### config.mk
export PLATFORM = sky130hd
export DESIGN_NAME = mlzn_cell
export DESIGN_NICKNAME = d
export VERILOG_FILES = /design/src/mlzn_pkg.sv /design/src/mlzn_cell.sv
export SDC_FILE = /design/constraint.sdc
export NUM_CORES = 1
export LEC_CHECK = 0
export BUFFER_PORTS_ARGS = -buffer_cell sky130_fd_sc_hd__clkbuf_2
export CORE_AREA = 3 3 283 285
export DETAILED_ROUTE_END_ITERATION = 10
export DIE_AREA = 0 0 286 288
export GPL_TIMING_DRIVEN = 0
export SYNTH_ARGS = -nofsm -noshare
export SYNTH_HDL_FRONTEND = slang
export SYNTH_SLANG_ARGS = --single-unit
### constraint.sdc
create_clock -name aclk -period 23.7 [get_ports aclk]
set_input_delay 5.925 -clock aclk [delete_from_list [all_inputs] [get_ports aclk]]
set_output_delay 5.925 -clock aclk [all_outputs]
set_load 0.005 [all_outputs]
### src/mlzn_pkg.sv
// Shared types and constants for the masked local z-score normalizer.
package mlzn_pkg;

    localparam int PIXEL_BITS_DEF = 16;
    localparam int FRAC_BITS_DEF  = 8;

    localparam int COUNT_W  = 13;
    localparam int SUM_W    = 28;
    localparam int SQSUM_W  = 43;
    localparam int RESULT_W = 16;
    localparam int SQ_LO_W  = 22;
    localparam int SQ_HI_W  = SQSUM_W - SQ_LO_W;
    localparam int DEN_W    = COUNT_W + SQSUM_W;

    typedef enum logic [1:0] {
        ST_OK    = 2'd0,
        ST_EMPTY = 2'd1,
        ST_FLAT  = 2'd2
    } status_t;

    typedef struct packed {
        logic    valid;
        status_t status;
        logic    neg;
    } ctl_t;

endpackage

### src/mlzn_cell.sv
// One cell of the result chain: decides one bit of the rounded score magnitude.
module mlzn_cell #(
    parameter int J  = 0,
    parameter int CW = 96
) (
    input  logic                                aclk,
    input  logic                                aresetn,
    input  logic                                en,
    input  mlzn_pkg::ctl_t                      ctl_i,
    input  logic signed [CW-1:0]                p_i,
    input  logic signed [CW-1:0]                l_i,
    input  logic [mlzn_pkg::DEN_W-1:0]          d_i,
    input  logic signed [CW-1:0]                b_i,
    input  logic [mlzn_pkg::RESULT_W-1:0]       r_i,
    output mlzn_pkg::ctl_t                      ctl_o,
    output logic signed [CW-1:0]                p_o,
    output logic signed [CW-1:0]                l_o,
    output logic [mlzn_pkg::DEN_W-1:0]          d_o,
    output logic signed [CW-1:0]                b_o,
    output logic [mlzn_pkg::RESULT_W-1:0]       r_o
);
    localparam int RW = mlzn_pkg::RESULT_W;

    mlzn_pkg::ctl_t         ctl_reg;
    logic signed [CW-1:0]   p_reg, l_reg, b_reg;
    logic [mlzn_pkg::DEN_W-1:0] d_reg;
    logic [RW-1:0]          r_reg;

    logic signed [CW-1:0]   dx;
    logic signed [CW-1:0]   p_cand;
    logic [RW-1:0]          cand;
    logic [RW-1:0]          cap;
    logic                   take;

    // P tracks (2r-1)^2*D and L tracks (2r-1)*D for the bits settled so far.
    always_comb begin
        dx = $signed({{(CW-mlzn_pkg::DEN_W){1'b0}}, d_i});
        p_cand = p_i + (l_i <<< (J + 2)) + (dx <<< (2 * J + 2));
        cand = r_i | (RW'(1) << J);
        cap = ctl_i.neg ? {1'b1, {(RW-1){1'b0}}} : {1'b0, {(RW-1){1'b1}}};
        take = (ctl_i.status == mlzn_pkg::ST_OK) && (cand <= cap) && (p_cand <= b_i);
    end

    always_ff @(posedge aclk) begin
        if (!aresetn) begin
            ctl_reg <= '0;
        end else if (en) begin
            ctl_reg <= ctl_i;
        end
    end

    always_ff @(posedge aclk) begin
        if (en) begin
            p_reg <= take ? p_cand : p_i;
            l_reg <= take ? l_i + (dx <<< (J + 1)) : l_i;
            r_reg <= take ? cand : r_i;
            d_reg <= d_i;
            b_reg <= b_i;
        end
    end

    assign ctl_o = ctl_reg;
    assign p_o = p_reg;
    assign l_o = l_reg;
    assign d_o = d_reg;
    assign b_o = b_reg;
    assign r_o = r_reg;

endmodule

==> results of run 1 <==
## worst max-delay path: cells and delay by family
kind	cells	cell delay (ps)
adders and majority gates	4	1300
and+or+nand+nor	6	2730
xor gates and xnor gates	2	530
buffers and inverters	6	1470
AOI/OAI and AO/OA	11	4330
## cell usage in the layout, fill, tap and decap left out, types with 16 or more instances in the layout
cell type  instances
edfxtp_1         360
nand2_1          171
o21ai_0          100
clkbuf_16         44
a21oi_1          212
fa_1              58
or2_2             16
clkbuf_1          60
nor3_1            39
nand4_1           79
a31oi_1           19
nor2_1           124
clkbuf_2         730
nand2b_1          16
o21a_1            31
nor2b_1           27
xnor2_1          121
buf_2             20
xor2_1            63
ha_1             297
a21o_1            81
nand3_1           53
and3_1            27
o21bai_1          29
mux2_2           138
inv_1            164
## area by class of cell
cell class                 instances  area (µm²)  area share
multi-input combinational       1896       15070      0.4507
sequential                       364       10890      0.3258
timing repair buffer             733        3745      0.1120
tap                             1040        1301     0.03893
clock buffer                      51        1127     0.03373
inverter                         164       615.6     0.01842
clock inverter                    27       337.8     0.01011
buffer                            77       326.6    0.009769
antenna                            7       17.52   0.0005240
## worst min-delay path by stage
stage                               start                     to  slack, ps
finish              ctl_o[2]$_SDFFE_PN0P_  ctl_o[2]$_SDFFE_PN0P_        510
global placement    ctl_o[2]$_SDFFE_PN0P_  ctl_o[2]$_SDFFE_PN0P_        500
CTS                 ctl_o[2]$_SDFFE_PN0P_  ctl_o[2]$_SDFFE_PN0P_        520
floorplan           ctl_o[0]$_SDFFE_PN0P_  ctl_o[0]$_SDFFE_PN0P_        510
global route        ctl_o[0]$_SDFFE_PN0P_  ctl_o[0]$_SDFFE_PN0P_        560
detailed placement  ctl_o[2]$_SDFFE_PN0P_  ctl_o[2]$_SDFFE_PN0P_        510
## registers in the layout, summed over array words and instances, names as in the netlist
| register | count |
|---|---|
| b_o | 96 |
| l_o | 96 |
| p_o | 96 |
| d_o | 56 |
| ctl_o | 4 |
| r_o | 16 |
## cells by family after synthesis
group,count (synthesis),synth area share
and+or+nand+nor,608,0.1123
adders and majority gates,355,0.1813
DFF,364,0.4049
xor gates and xnor gates,184,0.05991
buffers and inverters,241,0.03503
AOI/OAI and AO/OA,606,0.1469
muxes,143,0.05963
## synthesized netlist by cell type, types with 53 or more instances
library cell / instances
a21o_1: 81
a21oi_1: 212
clkbuf_1: 53
edfxtp_1: 360
fa_1: 58
ha_1: 297
inv_1: 164
mux2_2: 138
nand2_1: 171
nand3_1: 53
nand4_1: 79
nor2_1: 124
o21ai_0: 100
xnor2_1: 121
xor2_1: 63
## power by group through the flow
stage	Clock [µW]	Combinational [µW]	Sequential, µW
finish	699	895	802
global route	739	990	807
CTS	717	893	802
detailed placement	0	887	815
global placement	0	880	823
floorplan	0	534	823
## metrics by stage
| stage | setup WS (ps) | instances | hold WS [ps] | power [µW] | utilization |
|---|---|---|---|---|---|
| 2_1_floorplan | 11580 | 2501 | 507.3 | 1357 | - |
| 3_3_place_gp | 6797 | 4271 | 501.6 | 1703 | 0.4105 |
| 3_5_place_dp | 6801 | 4274 | 505.5 | 1701 | 0.4117 |
| 4_1_cts | 7379 | 4352 | 520.2 | 2413 | 0.4306 |
| 5_1_grt | 7108 | 4357 | 558.2 | 2536 | 0.4307 |
| 6_report | 7720 | 4359 | 511.4 | 2396 | 0.4308 |
## metal layers
metal | vias to the layer above | routed length [µm] | global-route usage | share of wire
li1 | 10950 | - | - | -
met1 | 10860 | 41000 | 0.2886 | 0.42
met2 | 834 | 48730 | 0.4043 | 0.49
met3 | 116 | 6453 | 0.03975 | 0.065
met4 | 2 | 2543 | 0.06538 | 0.026
met5 | - | 13 | 0 | 0.00013
==> metrics.md, run 1 <==
| Metric | Value |
|---|---|
| Yosys top cell area share | 0.4019 |
| Crit-path most repeated cell | inv_1 |
| Antenna violations before repair | 9 |
| Failing checks | max-capacitance violations, max-slew violations |
| Period utilization | 0.6743 |
| CTS max path bufs | 3 |
| Rel. slew slack | -0.01079 |
| Fmax | 62.58 MHz |
| Min-Delay Path Class | reg2reg |
| Comb power frac | 0.374 |
| Slew at the pin with the worst max-slew slack | 1507 ps |
| RSZ-0062 raised after global routing | no |
| CTS root buf | clkbuf_16 |
| Die H | 288 µm |
| Ys async rst share | 0 |
| Crit Path Category | in2reg |
| R2R depth | 2 |
| Synth Cell Area | 26900 µm² |
| Sequential area share after synthesis | 0.4049 |
| Largest area contributor in the netlist | edfxtp_1 |
| First-pass GRT wire length | 142400 µm |
| Sw power | 841.8 µW |
| Number of max-cap violations | 1 |
| Fin nets | 4001 |
| Power per cell area | 71.68 nW/µm² |
| Ys Warns | 0 |
| Critical R2R Launch | ctl_o[3]$_SDFFE_PN0P_ |
| Crit path to | p_o[95]$_DFFE_PP_ |
| Synth top area cells | edfxtp_1 (40%), ha_1 (14%), mux2_2 (5.8%) |
| Hold depth | 2 |
| Flop pwr share | 0.335 |
| Number of routed nets with antenna violations | 0 |
| Worst-path clk slew | 70 ps |
| Final Hold Fails | 0 |
| CTS resizes | 0 |
| Reg-to-reg endpoint | ctl_o[3]$_SDFFE_PN0P_ |
| Overall die width | 286 µm |
| Post-CTS Setup Repair Bufs | 0 |
| Core area | 77590 µm² |
| Area after DPL | 31940 µm² |
| CP startpoint kind | input pin |
| Initial DRC count | 1575 |
| Per-cell routed wire length | 22.65 µm |
| Cells after synthesis | 2501 |
| Worst Setup SP | d_i[1] |
| Max VDD drop | 59.03 µV |
| Worst-skew pair later-pin latency | 580 ps |
| Crit path DAT | 16340 ps |
| Area grow syn2layout | 24.27% |
| TritonCTS Buffers | 43 |
| Drt total wl | 98750 µm |
| Crit end category | register |
| Number of hold buffers added after cts | 0 |
| CP max stage cell | nor4_1 |
| Boundary pin count | 731 |
| CP peak stage delay | 1060 ps |
| R2r setup slk | 23080 ps |
| Vias in the first global route | 22670 |
| Critical path fanouts, max | 10 |
| CTS H-tree lvls | 2 |
| DRC | 0 |
| Grt total ovfl | 0 |
| Port bufs | 730 |
| Die area | 82370 µm² |
| Run status | finished, violations left |
| Starting density of the core | 0.3467 |
| Sw frac | 0.3513 |
| Lkg Pwr | 0.01481 µW |
| DRT Pass-1 Iters | 5 |
| Final max-slew violation count | 7 |
| Worst Skew | 0 ps |
| Worst path required time | 24060 ps |
| FILL cells | 7613 |
| Post-synth EDFFs | 360 |
| Final min period | 15980 ps |
| Syn nets | 3223 |
| FF+latch count, synth | 364 |
| Average size of a mapped cell | 10.76 µm² |
| Overall routing resource usage | 0.2297 |
| Proportion of layout cells with a drive suffix above 1 | 0.3031 |
| Gpl congestion | 0.9186 |
| Vias | 22750 |
| Pin count of the biggest net entering global routing | 114 |
| Vias/cell | 5.220 |
| Final Cell Area | 33430 µm² |
| TritonCTS clock tree | done |
| Netlist cell types | 81 |
| TNS Setup | 0 ps |
| Ys flop type | edfxtp_1 |
| Clock share of power | 0.292 |
| Detailed Place HPWL | 83590 µm |
| Row cnt | 102 |
| Final Setup Violations | 0 |
| TritonCTS sink count | 364 |
| Cell Int Power | 1554 µW |
(Power assumes the default switching activity.)
==> run 2: changes to the inputs <==
- clock period: 23.7 -> 14.18 ns (I/O delays scaled with it)
==> run 2 against run 1 <==
- the run still ends with max-capacitance violations, max-slew violations left
- register-to-register slack lost 9500 ps
- wire length is essentially flat
- final cell count is the same
- total power grew 67%
- utilization is essentially flat
- worst setup slack lost 6700 ps
==> metrics.md, run 2 (synthesized netlist as in run 1, its figures left out) <==
| Metric | Value |
|---|---|
| Met3 usage | 0.03975 |
| CP peak stage delay | 920 ps |
| Power per cell area | 119.8 nW/µm² |
| Failing checks | max-capacitance violations, max-slew violations |
| Most frequent cells in the layout | clkbuf_2 (730), edfxtp_1 (360), ha_1 (297) |
| Initial DRC count | 1610 |
| Detailed Place HPWL | 83590 µm |
| TNS Setup | 0 ps |
| Vias in the first global route | 22670 |
| Run status | finished, violations left |
| DRC | 0 |
| Met1 track demand over resource | 0.2886 |
| Fmax | 76.07 MHz |
| Final min period | 13150 ps |
| Final Setup Violations | 0 |
| First-pass GRT wire length | 142400 µm |
| Pin count of the biggest net entering global routing | 114 |
| CTS max path bufs | 3 |
| Cell Int Power | 2598 µW |
| Proportion of layout cells with a drive suffix above 1 | 0.3034 |
| TritonCTS clock tree | done |
| Register Area | 10890 µm² |
| Die area | 82370 µm² |
| Area of the multi-input gates | 15070 µm² |
| Final Hold Fails | 0 |
| Row cnt | 102 |
| Pre-CTS setup slack | -338.7 ps |
| Drt total wl | 98790 µm |
| Worst-skew pair later-pin latency | 580 ps |
| Period utilization | 0.9271 |
| Boundary pin count | 731 |
| Number of max-cap violations | 1 |
| Rel. slew slack | -0.04283 |
| Comb power frac | 0.373 |
| Sw frac | 0.3512 |
| Antenna violations before repair | 9 |
| Slew at the pin with the worst max-slew slack | 1555 ps |
| Port bufs | 730 |
| FILL cells | 7612 |
| Busiest metal layer after global routing | met2 |
| Final max-slew violation count | 7 |
| Worst Skew | 0 ps |
| Overall die width | 286 µm |
| TritonCTS Buffers | 43 |
| GRT met2 Usage | 0.4043 |
| Area grow syn2layout | 24.30% |
| Commonest non-fill, non-tap cell in the layout | clkbuf_2 |
| CP startpoint kind | input pin |
| Crit Path Category | in2reg |
| Max VDD drop | 99.08 µV |
| RSZ-0062 raised after global routing | no |
| Gpl congestion | 0.9186 |
| Vias/cell | 5.226 |
| Fin nets | 4001 |
| Worst path required time | 14510 ps |
| Core area | 77590 µm² |
| Sw power | 1406 µW |
| Min-Delay Path Class | reg2reg |
| Overall routing resource usage | 0.2297 |
| CP max stage cell | nor4_1 |
| Per-cell routed wire length | 22.66 µm |
| Worst-path clk slew | 60 ps |
| Number of routed nets with antenna violations | 0 |
| Crit path DAT | 13470 ps |
| Flop pwr share | 0.335 |
| Critical path fanouts, max | 10 |
| Die H | 288 µm |
| CTS root buf | clkbuf_16 |
| TritonCTS sink count | 364 |
| Starting density of the core | 0.3467 |
| Grt total ovfl | 0 |
| Crit end category | register |
| DRT Pass-1 Iters | 5 |
| Vias | 22780 |
| Setup WS post-layout | 1034 ps |
| Clock share of power | 0.292 |
| Lkg Pwr | 0.01481 µW |
| CTS H-tree lvls | 2 |
[run 2: final timing paths]
kind / start / slack [ps] / endpoint / depth (start not counted)
max: d_i[1] / 1030 / r_o[0]$_SDFFCE_PP1P_ / 28
min: ctl_o[2]$_SDFFE_PN0P_ / 510 / ctl_o[2]$_SDFFE_PN0P_ / 2
max reg2reg: ctl_o[3]$_SDFFE_PN0P_ / 13560 / ctl_o[3]$_SDFFE_PN0P_ / 2
min reg2reg: ctl_o[2]$_SDFFE_PN0P_ / 510 / ctl_o[2]$_SDFFE_PN0P_ / 2
[run 2: per-stage QoR]
step | util | total power (µW) | area, µm² | hold WS [ps] | std cells
after floorplan | - | 2267 | 26900 | 507.3 | 2501
after global placement | 0.4105 | 2847 | 31850 | 501.6 | 4271
after detailed placement | 0.4117 | 2844 | 31940 | 505.5 | 4274
after CTS | 0.4306 | 4032 | 33410 | 520.2 | 4352
after global routing | 0.4308 | 4239 | 33430 | 558.2 | 4357
final | 0.4309 | 4004 | 33430 | 511.2 | 4359
[run 2: power groups by stage]
stage                     Clock (µW)  Sequential [µW]  Combinational [µW]
after global routing            1230             1350                1650
after detailed placement           0             1360                1480
after CTS                       1200             1340                1490
final                           1170             1340                1500
after global placement             0             1380                1470
after floorplan                    0             1370                 893
[run 2: worst max-delay path: cells and delay by family]
kind / cells / cell delay, ps
and+or+nand+nor: 6 / 2730
buffers and inverters: 6 / 1490
adders and majority gates: 4 / 1300
AOI/OAI and AO/OA: 11 / 4190
xor gates and xnor gates: 1 / 160
[run 2: routing by layer]
metal | vias up | share of wire
li1 | 10940 | -
met1 | 10880 | 0.42
met2 | 846 | 0.49
met3 | 114 | 0.064
met4 | 2 | 0.026
met5 | - | 0.00013
[run 2: layout make-up]
| class | count | area share |
|---|---|---|
| Multi-Input combinational cell | 1896 | 0.4508 |
| Sequential cell | 364 | 0.3257 |
| Timing Repair Buffer | 733 | 0.1120 |
| Tap cell | 1040 | 0.03892 |
| Clock buffer | 51 | 0.03372 |
| Inverter | 164 | 0.01841 |
| Clock inverter | 27 | 0.01010 |
| Buffer | 77 | 0.009768 |
| Antenna cell | 7 | 0.0005239 |
[run 2: timing repair]
action                     in CTS  in global routing
resized for setup               0                  1
setup buffers                   0                  0
setup endpoints to repair       0                  1
hold buffers                    0                  0
